### src/hdl/sorted_priority_queue_macros.svh
`ifndef SORTED_PRIORITY_QUEUE_MACROS_SVH
`define SORTED_PRIORITY_QUEUE_MACROS_SVH

// same-cycle implication
`define SPQ_ASSERT_NOW(label, clk, rst, cond, expr, msg) \
   label: assert property (@(posedge clk) disable iff (rst) (cond) |-> (expr)) \
      else $error(msg);

// next-cycle implication
`define SPQ_ASSERT_NEXT(label, clk, rst, cond, expr, msg) \
   label: assert property (@(posedge clk) disable iff (rst) (cond) |=> (expr)) \
      else $error(msg);

`endif

### src/hdl/spq_pkg.sv
package spq_pkg;

   localparam int QUEUE_DEPTH = 16;
   localparam int COUNT_W     = $clog2(QUEUE_DEPTH + 1);

   localparam logic       CMD_ENQUEUE  = 1'b0;
   localparam logic       CMD_DEQUEUE  = 1'b1;

   localparam logic [1:0] STATUS_OK    = 2'd0;
   localparam logic [1:0] STATUS_EMPTY = 2'd1;
   localparam logic [1:0] STATUS_FULL  = 2'd2;

   typedef struct packed {
      logic signed [31:0] data;
      logic        [7:0]  prio;
   } entry_type;

   // broadcast to every cell in the row
   typedef struct packed {
      logic      ins;
      logic      del;
      entry_type item;
   } cell_ctrl_type;

endpackage

### src/hdl/spq_cell.sv
module spq_cell
   import spq_pkg::*;
(
   input  logic          clock,
   input  cell_ctrl_type ctrl,
   input  logic          occupied,
   input  logic          left_stays,
   input  entry_type     left_entry,
   input  entry_type     right_entry,
   output entry_type     entry,
   output logic          stays
);

   entry_type entry_ff;
   entry_type entry_in;

   // this entry sorts ahead of (or ties with) the new one
   assign stays = occupied && (entry_ff.prio <= ctrl.item.prio);
   assign entry = entry_ff;

   always_comb begin
      entry_in = entry_ff;
      priority if (ctrl.ins) begin
         if (stays) begin
            entry_in = entry_ff;
         end else if (left_stays) begin
            entry_in = ctrl.item;
         end else begin
            entry_in = left_entry;
         end
      end else if (ctrl.del) begin
         entry_in = right_entry;
      end
   end

   always_ff @(posedge clock) begin
      entry_ff <= entry_in;
   end

endmodule

### src/hdl/sorted_priority_queue.sv
// Sorted priority queue built as a row of entry cells, head in cell 0.
// Request channel: req_command (0 enqueue, 1 dequeue), req_item_data and
// req_item_priority are taken at a rising edge with start high and busy low.
// busy never rises, so a request beat may be issued every cycle.
// Enqueue places the entry after all stored entries of lower or equal
// priority; dequeue returns the head. Every request beat gives one response
// beat, rsp_valid high for one cycle, on the cycle after acceptance.
// rsp_status: ok, empty (dequeue with no entries), full (enqueue rejected).
// rsp_removed_* carry the head on a good dequeue and zero otherwise;
// rsp_occupancy is the entry count after the request.
// Throughput is one request per cycle: every cell
// decides locally from one priority compare and its neighbors' entries,
// and the whole row shifts in the same clock.
// The receiver cannot stall; responses must be taken as they appear.
// Synchronous reset empties the queue and drops any pending response;
// stored entries keep stale contents that are never read.
module sorted_priority_queue
   import spq_pkg::*;
(
   input  logic               clock,
   input  logic               reset,
   input  logic               start,
   output logic               busy,
   input  logic               req_command,
   input  logic signed [31:0] req_item_data,
   input  logic        [7:0]  req_item_priority,
   output logic               rsp_valid,
   output logic        [1:0]  rsp_status,
   output logic signed [31:0] rsp_removed_data,
   output logic        [7:0]  rsp_removed_priority,
   output logic        [4:0]  rsp_occupancy
);

   logic [COUNT_W-1:0] count_ff, count_in;
   logic               valid_ff;
   logic        [1:0]  status_ff, status_in;
   entry_type          removed_ff, removed_in;

   logic          accept, is_full, is_empty;
   cell_ctrl_type ctrl;
   entry_type     cell_entry [QUEUE_DEPTH];
   logic          cell_stays [QUEUE_DEPTH];

   assign busy     = 1'b0;
   assign accept   = start && !busy;
   assign is_full  = (count_ff == COUNT_W'(QUEUE_DEPTH));
   assign is_empty = (count_ff == '0);

   assign ctrl.ins       = accept && (req_command == CMD_ENQUEUE) && !is_full;
   assign ctrl.del       = accept && (req_command == CMD_DEQUEUE) && !is_empty;
   assign ctrl.item.data = req_item_data;
   assign ctrl.item.prio = req_item_priority;

   for (genvar i = 0; i < QUEUE_DEPTH; i++) begin : g_cell
      spq_cell u_cell (
         .clock       (clock),
         .ctrl        (ctrl),
         .occupied    (COUNT_W'(i) < count_ff),
         .left_stays  ((i == 0) ? 1'b1 : cell_stays[(i == 0) ? 0 : i - 1]),
         .left_entry  (cell_entry[(i == 0) ? 0 : i - 1]),
         .right_entry (cell_entry[(i == QUEUE_DEPTH - 1) ? i : i + 1]),
         .entry       (cell_entry[i]),
         .stays       (cell_stays[i])
      );
   end

   always_comb begin
      count_in   = count_ff;
      status_in  = STATUS_OK;
      removed_in = '0;
      unique case (req_command)
         CMD_ENQUEUE: begin
            if (is_full) begin
               status_in = STATUS_FULL;
            end else begin
               count_in = count_ff + COUNT_W'(1);
            end
         end
         CMD_DEQUEUE: begin
            if (is_empty) begin
               status_in = STATUS_EMPTY;
            end else begin
               count_in   = count_ff - COUNT_W'(1);
               removed_in = cell_entry[0];
            end
         end
         default: begin
            count_in = count_ff;
         end
      endcase
   end

   always_ff @(posedge clock) begin
      if (reset) begin
         count_ff <= '0;
         valid_ff <= 1'b0;
      end else begin
         valid_ff <= accept;
         if (accept) begin
            count_ff <= count_in;
         end
      end
   end

   always_ff @(posedge clock) begin
      if (accept) begin
         status_ff  <= status_in;
         removed_ff <= removed_in;
      end
   end

   assign rsp_valid            = valid_ff;
   assign rsp_status           = status_ff;
   assign rsp_removed_data     = removed_ff.data;
   assign rsp_removed_priority = removed_ff.prio;
   assign rsp_occupancy        = 5'(count_ff);

`include "sorted_priority_queue_macros.svh"

   `SPQ_ASSERT_NEXT(a_rsp_follows, clock, reset, accept, rsp_valid, "missing response beat")
   `SPQ_ASSERT_NEXT(a_deq_count, clock, reset, ctrl.del, count_ff == $past(count_ff) - COUNT_W'(1), "dequeue count wrong")
   `SPQ_ASSERT_NEXT(a_enq_count, clock, reset, ctrl.ins, count_ff == $past(count_ff) + COUNT_W'(1), "enqueue count wrong")
   `SPQ_ASSERT_NOW(a_full_occ, clock, reset, rsp_valid && rsp_status == STATUS_FULL, count_ff == COUNT_W'(QUEUE_DEPTH), "full status with room")
   `SPQ_ASSERT_NOW(a_count_bound, clock, reset, 1'b1, count_ff <= COUNT_W'(QUEUE_DEPTH), "count over depth")

endmodule

### config.mk
export PLATFORM = sky130hd
export DESIGN_NAME = sorted_priority_queue
export DESIGN_NICKNAME = d
export VERILOG_FILES = /design/src/hdl/spq_pkg.sv /design/src/hdl/spq_cell.sv /design/src/hdl/sorted_priority_queue.sv
export VERILOG_INCLUDE_DIRS = /design/src /design/src/hdl
export SDC_FILE = /design/constraint.sdc
export NUM_CORES = 1
export LEC_CHECK = 0
export BUFFER_PORTS_ARGS = -buffer_cell sky130_fd_sc_hd__buf_4
export CORE_UTILIZATION = 44
export CTS_CLUSTER_DIAMETER = 40
export DETAILED_ROUTE_END_ITERATION = 7
export GPL_ROUTABILITY_DRIVEN = 0
export SLEW_MARGIN = 30
export SYNTH_ARGS = -nofsm -noshare
export SYNTH_HDL_FRONTEND = slang
export SYNTH_SLANG_ARGS = --single-unit
### constraint.sdc
create_clock -name clock -period 6.5 [get_ports clock]
set_input_delay 1.3 -clock clock [delete_from_list [all_inputs] [get_ports clock]]
set_output_delay 1.3 -clock clock [all_outputs]
set_load 0.02 [all_outputs]
=== Yosys cells after proc, flatten, opt, wreduce, memory -nomap -nowiden ===
Index checks and enable logic that the tools add are counted.

* Bits in registers: 688

* Muxes and demuxes: 66
* Reduce and logical (&&, ||, !) cells: 42
* Magnitude comparators: 32
* Equality and inequality tests: 18
* Bitwise operators: 2
* $add $sub $neg: 2

{| class="wikitable"
|+ Operators by type and width
! operator !! count
|-
| 40-bit 2-to-1 mux || 60
|-
| 8-bit <= comparator || 16
|-
| 4-bit by 5-bit less-than comparator with 1-bit output, first input constant || 8
|-
| 2-bit inequality test, second input constant || 17
|-
| 2-bit AND reduction || 16
|-
| 1-bit logical AND || 20
|-
| 3-bit by 5-bit less-than comparator with 1-bit output, first input constant || 4
|-
| 1-bit by 5-bit less-than comparator with 1-bit output, first input constant || 2
|-
| 2-bit by 5-bit less-than comparator with 1-bit output, first input constant || 2
|-
| 5-bit 2-to-1 mux || 2
|-
| 5-bit case mux with 2 select lines || 1
|-
| 5-bit by 1-bit adder with 5-bit output, second input constant || 1
|-
| 5-bit equality test, second input constant || 1
|-
| 5-bit zero test || 1
|-
| 5-bit by 1-bit subtractor with 5-bit output, second input constant || 1
|-
| 2-bit case mux with 2 select lines || 1
|-
| 3-bit AND reduction || 1
|-
| 1-bit zero test || 2
|-
| 2-bit 2-to-1 mux || 1
|-
| 1-bit inverter || 2
|-
| 2-bit nonzero test || 1
|-
| 2-bit OR reduction || 1
|-
| 1-bit 2-to-1 mux || 1
|}

=== Logic depth before layout (Yosys ltp) ===
Gate-level depths: netlist (run 1).

* Depth after elaboration: 5
* Depth in mapped cells: 10
* Gate-level depth less buffers: 7

=== By module ===
Synthesis (run 1) repeated with hierarchy kept, for this count alone.

* Cells, all modules: 3473
* Area, all modules: 39096.2 µm²

{| class="wikitable"
|+ By module, submodules not included
! module !! times used !! area an instance (µm²) !! cells an instance
|-
| spq_cell || 16 || 2313.5 || 207
|-
| sorted_priority_queue || 1 || 2080.7 || 161
|}

=== Worst setup path after synthesis (run 1) ===
Ideal clock, no wire load.

* Path kind: input-to-reg
* From: in req_item_priority[1]
* To: reg g_cell[0].u_cell.entry_ff, in the netlist g_cell[0].u_cell.entry[0] (enable)
* Path slack: 0.044 ns
* Path buffers: 2
* Stages: 9
* Arrival: 5.963 ns
* Library setup time: 0.493 ns
* Required time: 6.007 ns
* Cell sequence: clkbuf_1 -> inv_1 -> ha_1 -> nor2b_1 -> o211ai_1 -> a211oi_1 -> clkbuf_1 -> nor3_1 -> o21ai_0

* Longest elaborated chain between the ends: 4

{| class="wikitable"
|+ Ends and longest elaborated chain
! what !! RTL line !! RTL
|-
| from (decl) || sorted_priority_queue.sv:26 || <nowiki>input logic [7:0] req_item_priority,</nowiki>
|-
| 8-bit <= comparator || spq_cell.sv:18 || <nowiki>assign stays = occupied && (entry_ff.prio <= ctrl.item.prio);</nowiki>
|-
| 1-bit logical AND || spq_cell.sv:18 ||
|-
| 2-bit inequality test (no line) || - ||
|-
| 2-bit AND reduction (no line) || - ||
|-
| to (signal assigned) || spq_cell.sv:37 || <nowiki>entry_ff <= entry_in;</nowiki>
|-
| to (decl) || spq_cell.sv:14 || <nowiki>entry_type entry_ff;</nowiki>
|}

No other way between the ends.
A chain may end at the register's enable or synchronous reset.

=== Worst setup path after layout (run 1) ===
* From: in req_item_priority[5]
* To: reg g_cell[13].u_cell.entry_ff, in the netlist g_cell[13].u_cell.entry[25] (enable)

* Longest elaborated chain between the ends: 4

{| class="wikitable"
|+ Ends and longest elaborated chain
! what !! RTL line
|-
| 8-bit <= comparator || spq_cell.sv:18
|-
| 1-bit logical AND || spq_cell.sv:18
|-
| 2-bit inequality test (no line) || -
|-
| 2-bit AND reduction (no line) || -
|-
| to (signal assigned) || spq_cell.sv:37
|-
| to (decl) || spq_cell.sv:14
|}

No other way between the ends.

==> results of run 1 <==
==> cell usage after synthesis, types with 3 or more instances <==
cell       instances
o21ai_0           39
o22ai_1           40
buf_2            131
o211ai_1          13
edfxtp_1         682
o31ai_1          482
nor2_2             3
buf_4             24
nor2b_1           31
and2_1             3
nand4_1          590
o21ai_1           19
nand3_1           81
nand2_1          206
nor3_1            14
nand4bb_1          3
a21o_1             3
inv_1             27
a211o_1           12
and3_1           120
a211oi_1          16
ha_1             132
buf_1             44
buf_6              3
a21oi_1          133
a31oi_1          483
clkbuf_1         423
dfxtp_1            6
nor2_1           507
o2111ai_1         80
xnor2_1            5
==> power by group through the flow <==
stage          clock network [mW]  registers, mW  logic (mW)
2_1_floorplan                   0           6.60        3.53
3_3_place_gp                    0           6.77        4.81
3_5_place_dp                    0           6.78        4.90
4_1_cts                      6.46           6.71        4.90
5_1_grt                      6.65           6.81        5.42
6_report                     6.39           6.73        4.96
==> cell families after synthesis <==
group,after synthesis,synth area share (%)
AOI/OAI and AO/OA,1330,21.4
xor gates and xnor gates,5,0.104
adders and majority gates,132,3.93
buffers and inverters,652,6.48
DFF,688,49.0
muxes,1,0.0238
other,1,0.00893
and+or+nand+nor,1573,19.0
==> registers in the layout, indices dropped and copies added, names as in the netlist <==
signal and flops:
rsp_valid 1, g_cell.u_cell.entry 640, rsp_removed_priority 8, rsp_removed_data 32, rsp_status 2, rsp_occupancy 5
==> worst max-delay path, cell delays in order <==
cell and delay [ns]:
buf_4 0.22, inv_1 0.73, ha_1 0.38, nand4_1 0.24, nor2_1 0.19, a211oi_4 0.17
buf_4 0.49, nor3_1 0.15, o21ai_4 0.23, buf_4 0.52
==> path summary, 6_finish.rpt <==
kind | from | endpoint | cells after the start
hold / removal | g_cell[1].u_cell.entry[30]$_DFFE_PP_ | g_cell[0].u_cell.entry[30]$_DFFE_PP_ | 2
setup / recovery | req_item_priority[5] | g_cell[13].u_cell.entry[25]$_DFFE_PP_ | 10
hold reg to reg | g_cell[1].u_cell.entry[30]$_DFFE_PP_ | g_cell[0].u_cell.entry[30]$_DFFE_PP_ | 2
setup reg to reg | rsp_occupancy[0]$_SDFFE_PP0P_ | g_cell[12].u_cell.entry[25]$_DFFE_PP_ | 7
==> metrics by stage <==
step	std cells	util (%)	cell area [sq um]	total power, mW
after floorplan	4382	-	42000	10.1
after global placement	5231	46.1	43300	11.6
after detailed placement	5233	46.1	43300	11.7
after CTS	5451	50.4	47300	18.1
after global routing	5451	50.4	47300	18.9
final	5451	50.4	47300	18.1
==> routing by layer <==
metal / global-route usage, % / part of all wire [%] / vias to the layer above
li1: - / - / 16931
met1: 39.5 / 46 / 17371
met2: 39.7 / 44 / 1659
met3: 3.83 / 7.7 / 218
met4: 7.50 / 2.1 / 0
met5: 0 / 0 / -
==> area by class of cell <==
type,instances,share of cell area (%)
tap,1254,3.31
clock buffer,128,6.32
timing repair buffer,222,3.70
sequential,688,43.5
multi-input combinational,3042,40.7
clock inverter,90,2.24
inverter,27,0.214
==> flow_summary.ini, run 1 <==
[run_status]
outcome = finished, final reports clean

[timing]
rsz0062_at_grt = false
period_minus_slack_ns = 4.40
setup_ws_ns = 2.10
hold_viol = 0
slew_violations = 0
fin_tns_setup_ns = 0
finalCritPeriodShare_pct = 67.7
setup_viol = 0
holdWs_ns = 0.574
fmax_mhz = 227
clock_skew_ns = 0.0248
max_slew_margin_pct = 27.2
worstMarginPinSlew_ns = 1.09

[logic_synthesis]
yosys_warnings = 0
avgSynthCellArea_sq_um = 9.59
synth_edf_count = 682
netlist.area_leader.share_pct = 48.8
ys_ff_latch = 688
synthArstFlopShare_pct = 0
ys_seq_area_share_pct = 49.0
yosys.cell_types.count = 51
synthTopCellsByArea = edfxtp_1 49%, nand4_1 8.8%, o31ai_1 8.6%
syn_inst = 4382
synthFlopType = edfxtp_1
netlist_area_sq_um = 42000
syn_nets = 4558
yosysTopAreaCell = edfxtp_1

[critical_path]
start_kind = primary input
crit_fanout = 41
arrival_ns = 4.70
rrSetupSlack_ns = 2.32
worstSetupEndpointType = flip-flop
worstSetupPathType = in2reg
crit_required_ns = 6.80

[pwr]
p_per_area_nw_per_um2 = 382
switching_share_pct = 35.4
power_frac_comb_pct = 27.5
intPower_mw = 11.7
p_leak_nw = 15.7
ir_drop_v = 0.000223
seqPwrFrac_pct = 37.2
p_clk_share_pct = 35.3
p_sw_mw = 6.40

[worst_hold_path]
hp-class = reg2reg

[floorplan]
dieArea_sq_um = 96700
fp.dieW_um = 311
start_util_pct = 44.7
fp.coreArea_sq_um = 93900
die-height_um = 311
num_io_pins = 93
rows = 112

[cells_and_area]
multi_input_comb_area_sq_um = 19300
fillers = 8592
drive_gt1_share_pct = 11.8
final_cell_mix = 682 x edfxtp_1, 590 x nand4_1, 507 x nor2_1
final_common_cell = edfxtp_1
areaGrowthSynthToFinish_pct = 12.7
fin_nets = 4274
diodes = 0
register_area_sq_um = 20600

[cts]
cts_tree = built
root_buffer = clkbuf_16
clk_latency_ns = 0.68
clk_pin_slew_ns = 0.05
clockBufferDepth = 3
numCtsBuffers = 117
cts-hold-fix-buffers = 0
cts.sinks = 688
cts_resized = 0
postCtsSetupBuffers = 0
htree_levels = 3

[grt]
grt_max_degree = 254
grt_util_all_layers_pct = 26.4
grt_pass1_vias = 34241
antenna_found_initial = 0
grt_pass1_wl_um = 207000
overflow = 0

[route]
drt.antenna.violating_nets = 0
post-route-drc-count = 0
drtIter0Drc = 3999
routed_via_density = 6.64
postRouteWirelength_um = 132000
route.vias.total = 36179
routedWlPerCell_um = 24.3
first_pass_iters = 6

[place]
io_buffers = 91
dpl.hpwl_um = 88700
dp_slack_ns = 1.44

[run]
drv_cap = 0
(Power assumes the default switching activity.)
==> run 2: changes to the inputs <==
--- a/config.mk
+++ b/config.mk
@@ -6,6 +6,7 @@
 export SDC_FILE = /design/constraint.sdc
 export NUM_CORES = 1
 export LEC_CHECK = 0
+export ABC_AREA = 1
 export BUFFER_PORTS_ARGS = -buffer_cell sky130_fd_sc_hd__buf_4
 export CORE_UTILIZATION = 44
 export CTS_CLUSTER_DIAMETER = 40
==> constraint.sdc (replaced) <==
create_clock -name clock -period 3.6 [get_ports clock]
set_input_delay 0.72 -clock clock [delete_from_list [all_inputs] [get_ports clock]]
set_output_delay 0.72 -clock clock [all_outputs]
set_load 0.02 [all_outputs]
==> flow_summary.ini, run 2 <==
[timing]
rsz0062_at_grt = false
fin_tns_setup_ns = 0
clock_skew_ns = 0.0380
setup_viol = 0
worstMarginPinSlew_ns = 0.957
period_minus_slack_ns = 2.99
hold_viol = 0
holdWs_ns = 0.236
fmax_mhz = 335
finalCritPeriodShare_pct = 83.0
max_slew_margin_pct = 36.2
slew_violations = 0

[logic_synthesis]
synth_xor_area_share_pct = 0.0448
synthTopCellsByCount = 3114 x nand2_1, 682 x edfxtp_1, 630 x inv_1
yosysTopAreaCell = edfxtp_1
syn_inst = 5115
synthTopCellsByArea = edfxtp_1 52%, nand2_1 30%, inv_1 6.1%
synth-adder-area-share_pct = 4.23
synth_edf_count = 682
ys_seq_area_share_pct = 52.7
synth-compound-area-share_pct = 1.56
synthFlopType = edfxtp_1
yosys.cell_types.count = 31
ys_ff_latch = 688
yosys_warnings = 0
synthArstFlopShare_pct = 0
netlist_area_sq_um = 39100
avgSynthCellArea_sq_um = 7.64
synth_top_family_by_area = simple AND/OR/NAND/NOR gates
syn_nets = 5291
netlist.area_leader.share_pct = 52.4
muxShareOfSynthArea_pct = 0
yosys.area_share.simple_pct = 32.3
synth.most_common_cell = nand2_1

[critical_path]
rrSetupSlack_ns = 0.61
rr_worst_depth = 11
crit_required_ns = 4.15
crit_cells = 11
timing.rr.end = g_cell[10].u_cell.entry[33]$_DFFE_PP_
start_kind = flip-flop
crit_start = rsp_occupancy[1]$_SDFFE_PP0P_
rr_startpoint = rsp_occupancy[1]$_SDFFE_PP0P_
max_stage_delay_ns = 0.64
crit_path_frequent_cell = nand2_1
worstSetupEndpointType = flip-flop
endpoint = g_cell[10].u_cell.entry[33]$_DFFE_PP_
arrival_ns = 3.53
worstPathCellList = inv_1 -> ha_1 -> nand2_1 -> nor2_1 -> nor3_4 -> buf_12 -> buf_4 -> nand2_4 -> nand2_1 -> nand2_1 -> nand2_1
worstSetupPathType = reg2reg
crit_buf_inv = 3
cp_top_family = buffers and inverters
crit_fanout = 50
cp_slowest_cell = buf_4

[cts]
cts_resized = 0
clk_latency_ns = 0.70
numCtsBuffers = 117
postCtsSetupBuffers = 0
clockBufferDepth = 3
cts_tree = built
cts-hold-fix-buffers = 0
root_buffer = clkbuf_16
htree_levels = 3
cts.sinks = 688
clk_pin_slew_ns = 0.05

[floorplan]
fp.dieW_um = 300
dieArea_sq_um = 90000
rows = 108
start_util_pct = 44.8
die-height_um = 300
fp.coreArea_sq_um = 87300
num_io_pins = 93

[grt]
grt_pass1_wl_um = 171000
overflow = 0
grt_util_all_layers_pct = 24.0
grt_max_degree = 91
grt_pass1_vias = 30133
antenna_found_initial = 0

[pwr]
finalPower_mw = 28.9
ir_drop_v = 0.000380
p_leak_nw = 25.5
p_per_area_nw_per_um2 = 638

[worst_hold_path]
hp-class = in2reg

[cells_and_area]
fillers = 8442
diodes = 0
largest_reg_flops = 640
fin_cells = 6421
final_cell_mix = 3095 x nand2_1, 682 x edfxtp_1, 629 x inv_1
utilization_pct = 51.8
fin_nets = 5342
final_common_cell = nand2_1
drive_gt1_share_pct = 7.88
areaGrowthSynthToFinish_pct = 15.8

[route]
route.vias.total = 30999
first_pass_iters = 6
routedWlPerCell_um = 16.7
routed_via_density = 4.83
drtIter0Drc = 2878
postRouteWirelength_um = 107000
post-route-drc-count = 0
drt.antenna.violating_nets = 0

[run_status]
outcome = finished, final reports clean

[place]
dpl.hpwl_um = 71700
place_inst = 6202
io_buffers = 91

[run]
drv_cap = 0
## run 2: changes by cell type in the layout (fill, tap and decap cells not counted), sizes merged, moves of 407 or more
cell / delta
inv: +611
a31oi: -479
nor2: -407
o31ai: -482
nand4: -576
nand2: +2925
## run 2: cell families (layout without fill, tap and decap cells)
kind of cell	after synthesis	in the layout
flip-flops	688	688
other	1	1
buffers and inverters	879	1030
adder cells (fa/ha/maj)	132	132
XOR/XNOR	2	2
AO/OA/AOI/OAI	113	113
AND/OR/NAND/NOR	3300	3300
## run 2: area by class of cell
| cell class | count | area [sq um] | area share, % |
|---|---|---|---|
| inverter | 633 | 2380 | 5.27 |
| multi-input combinational | 3548 | 15000 | 33.1 |
| sequential | 688 | 20600 | 45.5 |
| tap | 1155 | 1450 | 3.19 |
| timing repair buffer | 178 | 1700 | 3.76 |
| clock buffer | 129 | 2970 | 6.57 |
| clock inverter | 90 | 1170 | 2.58 |
## run 2: worst min-delay path by stage
stage	start	to	depth (start not counted)
after CTS	reset	rsp_valid$_SDFF_PP0_	2
final	reset	rsp_valid$_SDFF_PP0_	2
after global routing	reset	rsp_valid$_SDFF_PP0_	2
after global placement	g_cell[15].u_cell.entry[15]$_DFFE_PP_	g_cell[14].u_cell.entry[15]$_DFFE_PP_	2
after floorplan	g_cell[15].u_cell.entry[10]$_DFFE_PP_	g_cell[14].u_cell.entry[10]$_DFFE_PP_	2
after detailed placement	g_cell[15].u_cell.entry[15]$_DFFE_PP_	g_cell[14].u_cell.entry[15]$_DFFE_PP_	2
## run 2: routing by layer
| metal | part of all wire (%) | GRT usage [%] | up-vias |
|---|---|---|---|
| met4 | 2.3 | 7.08 | 0 |
| met1 | 48 | 35.5 | 14126 |
| li1 | - | - | 15752 |
| met5 | 0 | 0 | - |
| met2 | 42 | 36.3 | 977 |
| met3 | 7.0 | 3.71 | 144 |
## run 2: through the flow
stage          setup slack, ns  cell area [sq um]
2_1_floorplan            0.133              39100
3_3_place_gp             0.179              41100
3_5_place_dp             0.148              41100
4_1_cts                  0.620              45200
5_1_grt                  0.416              45200
6_report                 0.613              45200
## run 2: where the power goes
| part | switching (mW) | internal [mW] | leakage [nW] |
|---|---|---|---|
| Clock | 4.13 | 7.62 | 1.98 |
| Combinational | 3.95 | 1.85 | 17.0 |
| Sequential | 0.666 | 10.6 | 6.57 |
| Total | 8.74 | 20.1 | 25.5 |
